[src/hw/rtl/ssbr_pkg.sv]
// Package for the scroll strip buffer ring: operation codes, result codes,
// sequencer states, the stored strip entry type and default sizes.
// No dependencies.
package ssbr_pkg;

   localparam int NUM_STRIPS_DEFAULT = 4;
   localparam int ROW_W = 32;
   localparam int HEIGHT_W = 16;
   localparam int KIND_W = 2;
   localparam int POS_W = 4;

   typedef enum logic [KIND_W-1:0] {
      KIND_REPOSITION = 2'd0,
      KIND_VALIDATE = 2'd1,
      KIND_QUERY = 2'd2,
      KIND_INVALIDATE = 2'd3
   } req_kind_type;

   typedef enum logic [KIND_W-1:0] {
      RSP_STRIP_INVALIDATED = 2'd0,
      RSP_RANGE_REPORT = 2'd1,
      RSP_DONE = 2'd2
   } rsp_kind_type;

   typedef enum logic [3:0] {
      ST_IDLE,
      ST_RD_TOP,
      ST_RD_BOT,
      ST_CAP_BOT,
      ST_DECIDE,
      ST_ROLL_UP,
      ST_ROLL_DN,
      ST_INVAL,
      ST_RD,
      ST_ISECT,
      ST_FIN,
      ST_DONE
   } state_type;

   typedef struct packed {
      logic signed [ROW_W-1:0] origin;
      logic signed [ROW_W-1:0] valid_start;
      logic signed [ROW_W-1:0] valid_end;
   } strip_entry_type;

   localparam int ENTRY_W = $bits(strip_entry_type);

endpackage

[src/hw/rtl/ssbr_chan_if.sv]
// Valid/ready channel interfaces for the request and response transactions
// of the scroll strip buffer ring. Depends on ssbr_pkg.
interface ssbr_req_if;
   import ssbr_pkg::*;

   logic valid;
   logic ready;
   logic [KIND_W-1:0] kind;
   logic signed [ROW_W-1:0] range_start;
   logic signed [ROW_W-1:0] range_end;

   modport source (output valid, kind, range_start, range_end, input ready);
   modport sink (input valid, kind, range_start, range_end, output ready);
endinterface

interface ssbr_rsp_if;
   import ssbr_pkg::*;

   logic valid;
   logic ready;
   logic [KIND_W-1:0] result_kind;
   logic [POS_W-1:0] strip_position;
   logic signed [ROW_W-1:0] invalid_start;
   logic signed [ROW_W-1:0] invalid_end;
   logic window_changed;
   logic roll_overflow;
   logic last;

   modport source (output valid, result_kind, strip_position, invalid_start, invalid_end,
                   window_changed, roll_overflow, last, input ready);
   modport sink (input valid, result_kind, strip_position, invalid_start, invalid_end,
                 window_changed, roll_overflow, last, output ready);
endinterface

[src/hw/rtl/ssbr_ram.sv]
// Generic simple dual-port RAM with one write port and one registered read port.
// Default sizes come from ssbr_pkg.
module ssbr_ram #(
   parameter int WIDTH = ssbr_pkg::ENTRY_W,
   parameter int DEPTH = ssbr_pkg::NUM_STRIPS_DEFAULT
) (
   input  logic                     clock,
   input  logic                     wr_en,
   input  logic [$clog2(DEPTH)-1:0] wr_addr,
   input  logic [WIDTH-1:0]         wr_data,
   input  logic                     rd_en,
   input  logic [$clog2(DEPTH)-1:0] rd_addr,
   output logic [WIDTH-1:0]         rd_data
);
   logic [WIDTH-1:0] mem_ff [DEPTH];
   logic [WIDTH-1:0] rd_data_ff;

   always_ff @(posedge clock) begin
      if (wr_en) begin
         mem_ff[wr_addr] <= wr_data;
      end
      if (rd_en) begin
         rd_data_ff <= mem_ff[rd_addr];
      end
   end

   assign rd_data = rd_data_ff;
endmodule

[src/hw/rtl/scroll_strip_buffer_ring_unit.sv]
// Scroll strip buffer ring: a ring of strip buffers covering a scrolling window.
// Depends on ssbr_pkg, ssbr_chan_if and ssbr_ram.
//
// Usage: each request transaction on req_chan carries one operation (reposition,
// validate, query, invalidate). Its results leave on rsp_chan in order, and the
// last one is always a done transaction with last set. A reposition reports each
// recycled strip, a query reports one invalid range per strip and an invalidate
// reports every strip before the done transaction. csr_write_enable loads the
// strip height from csr_write_data; write it only while the block is idle.
// The strip records live in one RAM of NUM_STRIPS entries with a registered read.
// A request is taken only while the sequencer is idle, which it is again from the
// edge that loads the done transaction. An unchanged reposition goes straight to
// the done transaction; any other reads the top and bottom strip origins, then
// rolls up or down, finds no move, or re-places every strip when the new window
// lies outside. Invalidate rewrites each strip in turn; validate and query take
// each strip through a read, a combine and a write-back or report pass.
// A response waits in an output register, so a stalled receiver holds the
// sequencer only when a further result is due.
// Reset clears the window, the ring head and the per-entry valid bits; an entry
// never written reads as zero, so no clearing pass is needed.
module scroll_strip_buffer_ring_unit #(
   parameter int NUM_STRIPS = ssbr_pkg::NUM_STRIPS_DEFAULT
) (
   input  logic                           clock,
   input  logic                           reset,
   ssbr_req_if.sink                       req_chan,
   ssbr_rsp_if.source                     rsp_chan,
   input  logic                           csr_write_enable,
   input  logic [ssbr_pkg::HEIGHT_W-1:0]  csr_write_data
);
   import ssbr_pkg::*;

   localparam int IDX_W = $clog2(NUM_STRIPS);
   localparam int CNT_W = $clog2(NUM_STRIPS + 1);
   localparam logic [IDX_W-1:0] LAST_IDX = IDX_W'(NUM_STRIPS - 1);
   localparam logic [IDX_W:0] N_EXT = (IDX_W + 1)'(NUM_STRIPS);
   localparam logic [CNT_W-1:0] ROLL_CAP = CNT_W'(NUM_STRIPS);
   localparam logic [POS_W-1:0] LAST_POS = POS_W'(NUM_STRIPS - 1);

   state_type state_ff, state_in;
   req_kind_type kind_ff, kind_in;
   logic signed [ROW_W-1:0] rs_ff, rs_in, re_ff, re_in;
   logic signed [ROW_W-1:0] ws_ff, ws_in, we_ff, we_in;
   logic [IDX_W-1:0] head_ff, head_in, pos_ff, pos_in;
   logic [CNT_W-1:0] rolls_ff, rolls_in;
   logic signed [ROW_W-1:0] top_ff, top_in, bot_ff, bot_in, acc_ff, acc_in;
   logic signed [ROW_W-1:0] org_ff, org_in, vs_ff, vs_in, ve_ff, ve_in;
   logic signed [ROW_W-1:0] gs_ff, gs_in, ge_ff, ge_in;
   logic chg_ff, chg_in, ovf_ff, ovf_in;
   logic [HEIGHT_W-1:0] height_ff;
   logic [NUM_STRIPS-1:0] entry_valid_ff, entry_valid_in;
   logic rd_ok_ff;

   logic rsp_valid_ff, rsp_valid_in;
   rsp_kind_type rsp_kind_ff;
   logic [POS_W-1:0] rsp_pos_ff;
   logic signed [ROW_W-1:0] rsp_is_ff, rsp_ie_ff;
   logic rsp_chg_ff, rsp_ovf_ff, rsp_last_ff;

   logic emit;
   rsp_kind_type e_kind;
   logic [POS_W-1:0] e_pos;
   logic signed [ROW_W-1:0] e_is, e_ie;
   logic e_chg, e_ovf, e_last;

   logic ram_wr_en, ram_rd_en;
   logic [IDX_W-1:0] ram_wr_addr, ram_rd_addr;
   strip_entry_type ram_wr_data, ram_rd_data, rd_entry;

   logic accept, out_free;
   logic signed [33:0] h34, bot_h, top_minus, o_h, g_e34;
   logic signed [ROW_W-1:0] g_s;
   logic g_empty;
   logic signed [ROW_W-1:0] s1, e1, s2, e2, q_s, q_e;
   logic emp1, emp2;
   logic up_cond, dn_cond, outside;

   function automatic logic [IDX_W-1:0] slot_of(input logic [IDX_W-1:0] head,
                                               input logic [IDX_W-1:0] pos);
      logic [IDX_W:0] sum;
      sum = {1'b0, head} + {1'b0, pos};
      if (sum >= N_EXT) begin
         sum = sum - N_EXT;
      end
      return sum[IDX_W-1:0];
   endfunction

   ssbr_ram #(
      .WIDTH (ENTRY_W),
      .DEPTH (NUM_STRIPS)
   ) u_strip_ram (
      .clock   (clock),
      .wr_en   (ram_wr_en),
      .wr_addr (ram_wr_addr),
      .wr_data (ram_wr_data),
      .rd_en   (ram_rd_en),
      .rd_addr (ram_rd_addr),
      .rd_data (ram_rd_data)
   );

   assign rd_entry = rd_ok_ff ? ram_rd_data : '0;
   assign accept = req_chan.valid && req_chan.ready;
   assign req_chan.ready = (state_ff == ST_IDLE);
   assign out_free = !rsp_valid_ff || rsp_chan.ready;

   assign h34 = 34'(signed'({1'b0, height_ff}));
   assign bot_h = 34'(bot_ff) + h34;
   assign top_minus = 34'(top_ff) - h34;
   assign up_cond = top_ff > rs_ff;
   assign dn_cond = bot_h < 34'(re_ff);
   assign outside = (top_ff > re_ff) || (bot_h <= 34'(rs_ff));

   assign o_h = 34'(rd_entry.origin) + h34;
   assign g_s = (ws_ff > rd_entry.origin) ? ws_ff : rd_entry.origin;
   assign g_e34 = (34'(we_ff) < o_h) ? 34'(we_ff) : o_h;
   assign g_empty = g_e34 <= 34'(g_s);

   assign s1 = (rs_ff > gs_ff) ? rs_ff : gs_ff;
   assign e1 = (vs_ff < ge_ff) ? vs_ff : ge_ff;
   assign emp1 = e1 <= s1;
   assign s2 = (ve_ff > gs_ff) ? ve_ff : gs_ff;
   assign e2 = (re_ff < ge_ff) ? re_ff : ge_ff;
   assign emp2 = e2 <= s2;

   always_comb begin
      if (!emp1) begin
         q_s = s1;
         q_e = e1;
      end else if (!emp2) begin
         q_s = s2;
         q_e = e2;
      end else begin
         q_s = '0;
         q_e = '0;
      end
   end

   always_comb begin
      state_in = state_ff;
      kind_in = kind_ff;
      rs_in = rs_ff;
      re_in = re_ff;
      ws_in = ws_ff;
      we_in = we_ff;
      head_in = head_ff;
      pos_in = pos_ff;
      rolls_in = rolls_ff;
      top_in = top_ff;
      bot_in = bot_ff;
      acc_in = acc_ff;
      org_in = org_ff;
      vs_in = vs_ff;
      ve_in = ve_ff;
      gs_in = gs_ff;
      ge_in = ge_ff;
      chg_in = chg_ff;
      ovf_in = ovf_ff;
      emit = 1'b0;
      e_kind = RSP_DONE;
      e_pos = '0;
      e_is = '0;
      e_ie = '0;
      e_chg = 1'b0;
      e_ovf = 1'b0;
      e_last = 1'b0;
      ram_wr_en = 1'b0;
      ram_wr_addr = '0;
      ram_wr_data = '0;
      ram_rd_en = 1'b0;
      ram_rd_addr = '0;

      case (state_ff)
         ST_IDLE: begin
            if (accept) begin
               kind_in = req_kind_type'(req_chan.kind);
               rs_in = req_chan.range_start;
               re_in = req_chan.range_end;
               chg_in = 1'b0;
               ovf_in = 1'b0;
               pos_in = '0;
               rolls_in = '0;
               case (req_kind_type'(req_chan.kind))
                  KIND_REPOSITION: begin
                     if (req_chan.range_start == ws_ff && req_chan.range_end == we_ff) begin
                        state_in = ST_DONE;
                     end else begin
                        ws_in = req_chan.range_start;
                        we_in = req_chan.range_end;
                        chg_in = 1'b1;
                        state_in = ST_RD_TOP;
                     end
                  end
                  KIND_VALIDATE, KIND_QUERY: begin
                     state_in = ST_RD;
                  end
                  KIND_INVALIDATE: begin
                     acc_in = ROW_W'(34'(ws_ff) - h34);
                     state_in = ST_INVAL;
                  end
                  default: begin
                     state_in = ST_DONE;
                  end
               endcase
            end
         end
         ST_RD_TOP: begin
            ram_rd_en = 1'b1;
            ram_rd_addr = slot_of(head_ff, '0);
            state_in = ST_RD_BOT;
         end
         ST_RD_BOT: begin
            ram_rd_en = 1'b1;
            ram_rd_addr = slot_of(head_ff, LAST_IDX);
            top_in = rd_entry.origin;
            state_in = ST_CAP_BOT;
         end
         ST_CAP_BOT: begin
            bot_in = rd_entry.origin;
            state_in = ST_DECIDE;
         end
         ST_DECIDE: begin
            if (outside) begin
               acc_in = ROW_W'(34'(rs_ff) - h34);
               state_in = ST_INVAL;
            end else begin
               state_in = ST_ROLL_UP;
            end
         end
         ST_ROLL_UP: begin
            if (up_cond) begin
               if (rolls_ff == ROLL_CAP) begin
                  ovf_in = 1'b1;
                  state_in = ST_DONE;
               end else if (out_free) begin
                  head_in = (head_ff == '0) ? LAST_IDX : head_ff - 1'b1;
                  top_in = top_minus[ROW_W-1:0];
                  rolls_in = rolls_ff + 1'b1;
                  ram_wr_en = 1'b1;
                  ram_wr_addr = head_in;
                  ram_wr_data = '{origin: top_minus[ROW_W-1:0], valid_start: '0,
                                  valid_end: '0};
                  emit = 1'b1;
                  e_kind = RSP_STRIP_INVALIDATED;
               end
            end else if (rolls_ff == '0) begin
               state_in = ST_ROLL_DN;
            end else begin
               state_in = ST_DONE;
            end
         end
         ST_ROLL_DN: begin
            if (dn_cond) begin
               if (rolls_ff == ROLL_CAP) begin
                  ovf_in = 1'b1;
                  state_in = ST_DONE;
               end else if (out_free) begin
                  head_in = (head_ff == LAST_IDX) ? '0 : head_ff + 1'b1;
                  bot_in = bot_h[ROW_W-1:0];
                  rolls_in = rolls_ff + 1'b1;
                  ram_wr_en = 1'b1;
                  ram_wr_addr = head_ff;
                  ram_wr_data = '{origin: bot_h[ROW_W-1:0], valid_start: '0,
                                  valid_end: '0};
                  emit = 1'b1;
                  e_kind = RSP_STRIP_INVALIDATED;
                  e_pos = LAST_POS;
               end
            end else begin
               state_in = ST_DONE;
            end
         end
         ST_INVAL: begin
            if (out_free) begin
               ram_wr_en = 1'b1;
               ram_wr_addr = slot_of(head_ff, pos_ff);
               ram_wr_data = '{origin: acc_ff, valid_start: '0, valid_end: '0};
               acc_in = ROW_W'(34'(acc_ff) + h34);
               emit = 1'b1;
               e_kind = RSP_STRIP_INVALIDATED;
               e_pos = POS_W'(pos_ff);
               pos_in = pos_ff + 1'b1;
               if (pos_ff == LAST_IDX) begin
                  state_in = ST_DONE;
               end
            end
         end
         ST_RD: begin
            ram_rd_en = 1'b1;
            ram_rd_addr = slot_of(head_ff, pos_ff);
            state_in = ST_ISECT;
         end
         ST_ISECT: begin
            org_in = rd_entry.origin;
            vs_in = rd_entry.valid_start;
            ve_in = rd_entry.valid_end;
            gs_in = g_empty ? '0 : g_s;
            ge_in = g_empty ? '0 : g_e34[ROW_W-1:0];
            state_in = ST_FIN;
         end
         ST_FIN: begin
            if (kind_ff == KIND_VALIDATE) begin
               ram_wr_en = 1'b1;
               ram_wr_addr = slot_of(head_ff, pos_ff);
               ram_wr_data = '{origin: org_ff, valid_start: gs_ff, valid_end: ge_ff};
               pos_in = pos_ff + 1'b1;
               state_in = (pos_ff == LAST_IDX) ? ST_DONE : ST_RD;
            end else if (out_free) begin
               emit = 1'b1;
               e_kind = RSP_RANGE_REPORT;
               e_pos = POS_W'(pos_ff);
               e_is = q_s;
               e_ie = q_e;
               pos_in = pos_ff + 1'b1;
               state_in = (pos_ff == LAST_IDX) ? ST_DONE : ST_RD;
            end
         end
         ST_DONE: begin
            if (out_free) begin
               emit = 1'b1;
               e_kind = RSP_DONE;
               e_chg = chg_ff;
               e_ovf = ovf_ff;
               e_last = 1'b1;
               state_in = ST_IDLE;
            end
         end
         default: begin
            state_in = ST_IDLE;
         end
      endcase
   end

   always_comb begin
      entry_valid_in = entry_valid_ff;
      if (ram_wr_en) begin
         entry_valid_in[ram_wr_addr] = 1'b1;
      end
   end

   assign rsp_valid_in = emit || (rsp_valid_ff && !rsp_chan.ready);

   always_ff @(posedge clock) begin
      if (reset) begin
         state_ff <= ST_IDLE;
         ws_ff <= '0;
         we_ff <= '0;
         head_ff <= '0;
         height_ff <= '0;
         entry_valid_ff <= '0;
         rsp_valid_ff <= 1'b0;
      end else begin
         state_ff <= state_in;
         ws_ff <= ws_in;
         we_ff <= we_in;
         head_ff <= head_in;
         if (csr_write_enable) begin
            height_ff <= csr_write_data;
         end
         entry_valid_ff <= entry_valid_in;
         rsp_valid_ff <= rsp_valid_in;
      end
   end

   always_ff @(posedge clock) begin
      kind_ff <= kind_in;
      rs_ff <= rs_in;
      re_ff <= re_in;
      pos_ff <= pos_in;
      rolls_ff <= rolls_in;
      top_ff <= top_in;
      bot_ff <= bot_in;
      acc_ff <= acc_in;
      org_ff <= org_in;
      vs_ff <= vs_in;
      ve_ff <= ve_in;
      gs_ff <= gs_in;
      ge_ff <= ge_in;
      chg_ff <= chg_in;
      ovf_ff <= ovf_in;
      if (ram_rd_en) begin
         rd_ok_ff <= entry_valid_ff[ram_rd_addr];
      end
      if (emit) begin
         rsp_kind_ff <= e_kind;
         rsp_pos_ff <= e_pos;
         rsp_is_ff <= e_is;
         rsp_ie_ff <= e_ie;
         rsp_chg_ff <= e_chg;
         rsp_ovf_ff <= e_ovf;
         rsp_last_ff <= e_last;
      end
   end

   assign rsp_chan.valid = rsp_valid_ff;
   assign rsp_chan.result_kind = rsp_kind_ff;
   assign rsp_chan.strip_position = rsp_pos_ff;
   assign rsp_chan.invalid_start = rsp_is_ff;
   assign rsp_chan.invalid_end = rsp_ie_ff;
   assign rsp_chan.window_changed = rsp_chg_ff;
   assign rsp_chan.roll_overflow = rsp_ovf_ff;
   assign rsp_chan.last = rsp_last_ff;

`ifndef SYNTH
   // A new request is never taken in the cycle right after one was accepted.
   a_no_back_to_back: assert property (@(posedge clock) disable iff (reset)
      accept |=> !req_chan.ready)
      else $error("request accepted while an operation was in progress");

   // The ring never recycles more strips than it holds within one reposition.
   a_roll_cap: assert property (@(posedge clock) disable iff (reset)
      rolls_ff <= ROLL_CAP || state_ff == ST_IDLE)
      else $error("roll count exceeded the strip count");

   // The ring head moves only while rolling.
   a_head_moves: assert property (@(posedge clock) disable iff (reset)
      (!$stable(head_ff) && !$past(reset)) |->
         ($past(state_ff) == ST_ROLL_UP || $past(state_ff) == ST_ROLL_DN))
      else $error("ring head changed outside a roll");
`endif

endmodule
[src/flat_wrapper.sv]
// flat-port wrapper written by rule: the top's interface ports become plain ports
module scroll_strip_buffer_ring_unit_flat import ssbr_pkg::*;
#(
   parameter int NUM_STRIPS = ssbr_pkg::NUM_STRIPS_DEFAULT
)
  (clock, reset, csr_write_enable, csr_write_data, req_chan_valid, req_chan_kind, req_chan_range_start, req_chan_range_end, req_chan_ready, rsp_chan_valid, rsp_chan_result_kind, rsp_chan_strip_position, rsp_chan_invalid_start, rsp_chan_invalid_end, rsp_chan_window_changed, rsp_chan_roll_overflow, rsp_chan_last, rsp_chan_ready);
  ssbr_req_if req_chan_i ();
  ssbr_rsp_if rsp_chan_i ();
  input  logic clock;
  input  logic reset;
  input  logic csr_write_enable;
  input  logic [ssbr_pkg::HEIGHT_W-1:0] csr_write_data;
  input wire logic [$bits(req_chan_i.valid)-1:0] req_chan_valid;
  input wire logic [$bits(req_chan_i.kind)-1:0] req_chan_kind;
  input wire logic [$bits(req_chan_i.range_start)-1:0] req_chan_range_start;
  input wire logic [$bits(req_chan_i.range_end)-1:0] req_chan_range_end;
  output wire logic [$bits(req_chan_i.ready)-1:0] req_chan_ready;
  output wire logic [$bits(rsp_chan_i.valid)-1:0] rsp_chan_valid;
  output wire logic [$bits(rsp_chan_i.result_kind)-1:0] rsp_chan_result_kind;
  output wire logic [$bits(rsp_chan_i.strip_position)-1:0] rsp_chan_strip_position;
  output wire logic [$bits(rsp_chan_i.invalid_start)-1:0] rsp_chan_invalid_start;
  output wire logic [$bits(rsp_chan_i.invalid_end)-1:0] rsp_chan_invalid_end;
  output wire logic [$bits(rsp_chan_i.window_changed)-1:0] rsp_chan_window_changed;
  output wire logic [$bits(rsp_chan_i.roll_overflow)-1:0] rsp_chan_roll_overflow;
  output wire logic [$bits(rsp_chan_i.last)-1:0] rsp_chan_last;
  input wire logic [$bits(rsp_chan_i.ready)-1:0] rsp_chan_ready;
  assign req_chan_i.valid = req_chan_valid;
  assign req_chan_i.kind = req_chan_kind;
  assign req_chan_i.range_start = req_chan_range_start;
  assign req_chan_i.range_end = req_chan_range_end;
  assign req_chan_ready = req_chan_i.ready;
  assign rsp_chan_valid = rsp_chan_i.valid;
  assign rsp_chan_result_kind = rsp_chan_i.result_kind;
  assign rsp_chan_strip_position = rsp_chan_i.strip_position;
  assign rsp_chan_invalid_start = rsp_chan_i.invalid_start;
  assign rsp_chan_invalid_end = rsp_chan_i.invalid_end;
  assign rsp_chan_window_changed = rsp_chan_i.window_changed;
  assign rsp_chan_roll_overflow = rsp_chan_i.roll_overflow;
  assign rsp_chan_last = rsp_chan_i.last;
  assign rsp_chan_i.ready = rsp_chan_ready;
  scroll_strip_buffer_ring_unit #(.NUM_STRIPS(NUM_STRIPS)) u_core (.clock(clock), .reset(reset), .req_chan(req_chan_i), .rsp_chan(rsp_chan_i), .csr_write_enable(csr_write_enable), .csr_write_data(csr_write_data));
endmodule
[config.mk]
export PLATFORM = sky130hd
export DESIGN_NAME = scroll_strip_buffer_ring_unit_flat
export DESIGN_NICKNAME = d
export VERILOG_FILES = /design/src/hw/rtl/ssbr_pkg.sv /design/src/hw/rtl/ssbr_chan_if.sv /design/src/hw/rtl/ssbr_ram.sv /design/src/hw/rtl/scroll_strip_buffer_ring_unit.sv /design/src/flat_wrapper.sv
export SDC_FILE = /design/constraint.sdc
export NUM_CORES = 2
export LEC_CHECK = 0
export ABC_AREA = 1
export BUFFER_PORTS_ARGS = -buffer_cell sky130_fd_sc_hd__buf_2
export CORE_MARGIN = 4
export CORE_UTILIZATION = 50
export CTS_CLUSTER_SIZE = 16
export DETAILED_ROUTE_END_ITERATION = 12
export HOLD_SLACK_MARGIN = 0.12
export PLACE_DENSITY = 0.71
export SYNTH_ARGS = -nofsm -noshare
export SYNTH_HDL_FRONTEND = slang
export SYNTH_SLANG_ARGS = --single-unit
[constraint.sdc]
create_clock -name clock -period 9.27 [get_ports clock]
set_input_delay 0.927 -clock clock [delete_from_list [all_inputs] [get_ports clock]]
set_output_delay 0.927 -clock clock [all_outputs]
set_load 0.02 [all_outputs]
== Word level (Yosys, flattened, before mapping) ==
Memories as Yosys holds them, arrays and structs flattened. A register that Yosys moved wholly into a read port is not among the register bits.
Index checks and enable logic that the tools add are counted.

* Muxes and demuxes: 114
* Magnitude comparators: 19
* Reduce and logical (&&, ||, !) cells: 33
* Equal/unequal tests: 33
* Add/subtract/negate cells: 15
* Bitwise gates (word level): 4

{| class="wikitable"
|+ Operators with widths
! cell !! number
|-
| $mux 96 || 9
|-
| $mux 32 || 19
|-
| $pmux 96 s4 || 1
|-
| $gt 32x32->1 || 5
|-
| $pmux 32 s2 || 2
|-
| $pmux 32 s3 || 1
|-
| $sub 32x17->32 || 3
|-
| $add 32x17->33 || 2
|-
| $mux 2 || 33
|-
| $eq 32x32->1 || 2
|-
| $le 32x32->1 || 2
|-
| $lt 32x32->1 || 2
|-
| $mux 4 || 13
|-
| $pmux 4 s12 || 1
|-
| $le 34x32->1 || 1
|-
| $mux 34 || 1
|-
| $le 33x32->1 || 1
|-
| $lt 32x33->1 || 1
|-
| $lt 33x32->1 || 1
|-
| $add 32x17->32 || 1
|-
| $pmux 4 s3 || 2
|-
| $eq 4x3->1 const B || 4
|-
| $eq 4x4->1 const B || 4
|-
| $mux 1 || 16
|-
| other kinds (42) || 91
|}

* RAM bits: 384
* Bits in registers: 494
* Word-level logic and storage cells: 249
* Bits of input ports: 87
* Output and inout port bits: 75
* Memories kept: 1

{| class="wikitable"
|+ Memory list
! name !! words !! width !! read ports !! clocked after memory_dff !! write ports !! line !! source
|-
| u_core.u_strip_ram.mem_ff || 4 || 96 || 1 || 1 || 1 || ssbr_ram.sv:15 || <nowiki>logic [WIDTH-1:0] mem_ff [DEPTH];</nowiki>
|}

== Longest topological paths before layout ==
* Word-level depth: 11
* Gate-level depth with buffers: 46
* Depth with buffers taken out: 40

== Hierarchy ==
Synthesis repeated with hierarchy kept, for this count alone.

* Cell total of the unflattened synthesis: 6672
* Area, all modules: 58354.7 µm²

{| class="wikitable"
|+ Modules (own cells, without submodules)
! module !! cells each !! seq. area each (µm²) !! instances !! area each (µm²)
|-
| scroll_strip_buffer_ring_unit || 5064 || 13863.3 || 1 || 39394.0
|-
| ssbr_ram || 1608 || 14413.8 || 1 || 18960.7
|}

== Least setup slack after synthesis ==
OpenSTA, ideal clock, no wires.

* Path type: register to register
* Start point: register u_core.state_ff[0]
* End point: register u_core.rd_ok_ff (enable)
* Setup slack: 1.183 ns
* Stages on the path, launching flop included: 5
* Clock period less this slack: 8.087 ns
* Data required time: 8.584 ns
* Library setup time: 0.686 ns
* Buffers on the path: 0
* Arrival: 7.401 ns
* Cells stage by stage: dfxtp_1 inv_1 nor2_1 inv_1 o21ai_0

* Cells in the longest elaborated chain, start to end: 3
* Elaborated cells on any way between the ends: 5
* Those cells by class: eq/ne: 3; mux: 1; reduce/logical: 1

{| class="wikitable"
|+ RTL lines
! element !! line !! source
|-
| from (decl) || scroll_strip_buffer_ring_unit.sv:40 || <nowiki>state_type state_ff, state_in;</nowiki>
|-
| from (signal assigned) || scroll_strip_buffer_ring_unit.sv:352 || <nowiki>state_ff <= state_in;</nowiki>
|-
| $eq 4x1->1 (tied with other cells) || scroll_strip_buffer_ring_unit.sv:172 || <nowiki>case (state_ff)</nowiki>
|-
| $reduce_or 3->1 (no line) * || - ||
|-
| $mux 1 * || scroll_strip_buffer_ring_unit.sv:172 ||
|-
| net u_core.ram_rd_en || scroll_strip_buffer_ring_unit.sv:66 || <nowiki>logic ram_wr_en, ram_rd_en;</nowiki>
|-
| to (signal assigned) || scroll_strip_buffer_ring_unit.sv:381 || <nowiki>rd_ok_ff <= entry_valid_ff[ram_rd_addr];</nowiki>
|-
| to (decl) || scroll_strip_buffer_ring_unit.sv:52 || <nowiki>logic rd_ok_ff;</nowiki>
|}

The timed path passes the listed nets; every way through them passes the cells marked *.
A chain may end at the register's enable or synchronous reset.

==> impl_metrics.py <==
metrics = {
    "placed_design": {
        "gp_congestion": 0.997,
        "dp_cells": 7616,
        "place_area_sq_um": 59500,
        "port_buffers": 159,
        "pre_cts_ws_ns": 1.06,
        "hpwl_um": 142000,
    },
    "synthesis": {
        "syn_inst": 6110,
        "ys.flop_type": "edfxtp_1",
        "synth_edf_count": 881,
        "netlist_area_sq_um": 57000,
        "synth_cell_types": 63,
        "synth.yosys.seq_area_share_pct": 49.6,
        "ys_warn_count": 0,
        "synth.avg_cell_area_sq_um": 9.33,
        "synthArstFlopShare_pct": 0,
        "synth_top_area_share_pct": 46.4,
        "ys_top_cells_by_area": "edfxtp_1, ha_1, nand2_1",
        "yosysTopAreaCell": "edfxtp_1",
        "synth_seq_cells": 972,
    },
    "clocking": {
        "clockBufferDepth": 3,
        "cts_buffers": 104,
        "clk_latency_ns": 0.71,
        "cts_hold_buffers": 0,
        "cts_root_buf": "clkbuf_16",
        "cts_tree": "built",
        "htree_levels": 3,
        "postCtsSetupBuffers": 0,
        "post_cts_resized": 0,
        "clk_pin_slew_worst_paths_ns": 0.08,
        "clkSinkCount": 972,
    },
    "layout": {
        "largest_reg_flops": 384,
        "final_cell_mix": "nand2_1, edfxtp_1, inv_1",
        "syn2layout_area_growth_pct": 10.6,
        "fillers": 9866,
        "drive_above_1_share_pct": 7.51,
        "finalInstanceArea_sq_um": 63000,
        "top_register": "u_core.u_strip_ram.mem_ff",
        "nets": 6818,
        "fin_cells": 7820,
        "layout_commonest_cell": "nand2_1",
    },
    "timing": {
        "drv_slew": 0,
        "fin_crit_sh_pct": 89.1,
        "final-hold-violation-count": 0,
        "rsz0062_at_grt": "false",
        "layout_setup_ws_ns": 1.01,
        "post-route-min-period_ns": 8.26,
        "tns_ns": 0,
        "setup_viol": 0,
        "max_freq_mhz": 121,
        "worst_slew_pin_slew_ns": 1.22,
        "relSlewSlack_pct": 18.2,
        "skew_ns": 0.0324,
    },
    "run_status": {
        "status": "complete, no violations",
    },
    "setup_path": {
        "cp_max_fo": 62,
        "endpoint": "u_core.gs_ff[9]$_SDFFCE_PP0P_",
        "r2r_cells": 39,
        "crit_required_ns": 9.69,
        "cp.arrival_ns": 8.68,
        "worstSetupEndpointType": "flop",
        "max_stage_delay_ns": 0.52,
        "regToRegSetupSlack_ns": 1.01,
        "crit_top_cell": "nand2_1",
        "rr_startpoint": "u_core.rd_ok_ff$_DFFE_PP_",
        "crit_path_start": "u_core.rd_ok_ff$_DFFE_PP_",
        "cp-start-kind": "flop",
        "critical_path_class": "reg2reg",
        "slowest_stage": "buf_4",
        "timing.rr.end": "u_core.gs_ff[9]$_SDFFCE_PP0P_",
    },
    "power": {
        "peakVddDrop_mv": 0.600,
        "p_per_area_nw_per_um2": 329,
        "leakagePower_nw": 26.0,
    },
    "global_routing": {
        "grt_pass1_vias": 43660,
        "grt_max_degree": 130,
        "grt_pass1_wl_um": 275000,
        "grt_antenna_before_repair": 16,
        "grt_use_total_pct": 30.3,
        "grt-ovfl-total": 0,
    },
    "die": {
        "io_pins": 162,
        "die_w_um": 346,
        "core_area_sq_um": 113000,
        "die_area_sq_um": 119000,
        "fp.dieH_um": 346,
        "num_rows": 123,
        "start_util_pct": 50.5,
    },
    "routing": {
        "drtIter0Drc": 5994,
        "first_pass_iters": 9,
        "wl_met1_um": 78400,
        "drt-wirelength-per-cell_um": 24.0,
        "ant_nets": 0,
        "wirelength_um": 187000,
        "met2_wirelength_um": 81600,
        "top_layer_used": "met5",
        "dr_total_vias": 46651,
        "dr_wl_met3_um": 19300,
        "route.detailed.drc": 0,
        "vias_per_cell": 5.97,
    },
    "min_path": {
        "hp-class": "in2reg",
    },
    "job": {
        "maxCapViolCount": 0,
    },
}
==> layer usage <==
| layer | global-route usage [%] | vias up |
|---|---|---|
| li1 | - | 21586 |
| met1 | 43.2 | 22375 |
| met2 | 46.4 | 2346 |
| met3 | 5.22 | 338 |
| met4 | 11.6 | 6 |
| met5 | 0 | - |
==> worst max-delay path, delay by kind of cell, from the launching register on <==
kind | cells | cell delay [ns]
AND/OR/NAND/NOR | 20 | 2.88
buffers and inverters | 9 | 2.15
AO/OA/AOI/OAI | 6 | 1.35
adder cells (fa/ha/maj) | 4 | 1.07
flip-flops | 1 | 0.46
==> cell families (layout without fill, tap and decap cells) <==
group	after synthesis	after routing	share of synthesized area [%]
simple gates	2253	2253	17.0
compound gates	1300	1300	12.6
flops	972	972	49.6
buf+inv	847	1044	5.80
fa+ha+maj	509	509	11.2
xor+xnor	132	132	2.03
mux	96	96	1.69
other cells	1	14	0.00658
==> metrics by stage <==
stage / hold WS, ns / util (%) / total power, mW
2_1_floorplan: 0.436 / - / 13.2
3_3_place_gp: 0.449 / 52.7 / 16.1
3_5_place_dp: 0.462 / 52.7 / 16.2
4_1_cts: 0.381 / 55.9 / 20.6
5_1_grt: 0.407 / 55.9 / 22.0
6_report: 0.428 / 55.9 / 20.7
==> area by class of cell <==
class | count | area (sq um) | area share [%]
Clock buffer | 122 | 2750 | 4.37
Sequential cell | 972 | 28300 | 44.9
Inverter | 628 | 2370 | 3.76
Antenna cell | 12 | 30.0 | 0.0476
Clock inverter | 70 | 779 | 1.24
Timing Repair Buffer | 224 | 1380 | 2.20
Tap cell | 1500 | 1880 | 2.98
Multi-Input combinational cell | 4292 | 25600 | 40.6
==> power by group <==
group	internal (mW)	switching [mW]
sequential	6.05	0.582
clock	2.50	1.85
combinational	2.87	6.89
total	11.4	9.32
==> cell usage after synthesis, types with 7 or more instances <==
cell type and n:
nor2b_1 16, dfxtp_1 91, buf_2 54, a31oi_1 12, xnor2_1 76, o22ai_1 9
clkbuf_1 148, o221ai_1 16, ha_1 504, o211ai_1 28, buf_4 7, mux2i_1 96
o21ai_0 537, o21ai_1 28, edfxtp_1 881, nor2_1 409, a21o_1 16, nand3_1 284
nand2_1 1227, nor4_1 21, o21ai_2 7, a211oi_1 8, nor2_2 7, o21bai_1 108
o21a_1 14, or2_2 17, a22oi_1 32, inv_1 611, nand3b_1 37, xor2_1 56
and2_1 33, a21oi_1 469, inv_2 14, nor3_1 42, nand4_1 141
==> worst min-delay path by stage <==
stage / startpoint / endpoint / slack [ns] / cells after the start
after floorplan: u_core.entry_valid_ff[3]$_SDFFE_PP0P_ / u_core.entry_valid_ff[3]$_SDFFE_PP0P_ / 0.44 / 2
after global placement: u_core.entry_valid_ff[3]$_SDFFE_PP0P_ / u_core.entry_valid_ff[3]$_SDFFE_PP0P_ / 0.45 / 2
after detailed placement: u_core.entry_valid_ff[0]$_SDFFE_PP0P_ / u_core.entry_valid_ff[0]$_SDFFE_PP0P_ / 0.46 / 2
after CTS: req_chan_range_end[23] / u_core.re_ff[23]$_DFFE_PP_ / 0.38 / 1
after global routing: req_chan_range_end[23] / u_core.re_ff[23]$_DFFE_PP_ / 0.41 / 1
final: req_chan_range_end[23] / u_core.re_ff[23]$_DFFE_PP_ / 0.43 / 1
No activity file was read; power rests on OpenSTA's default activity.
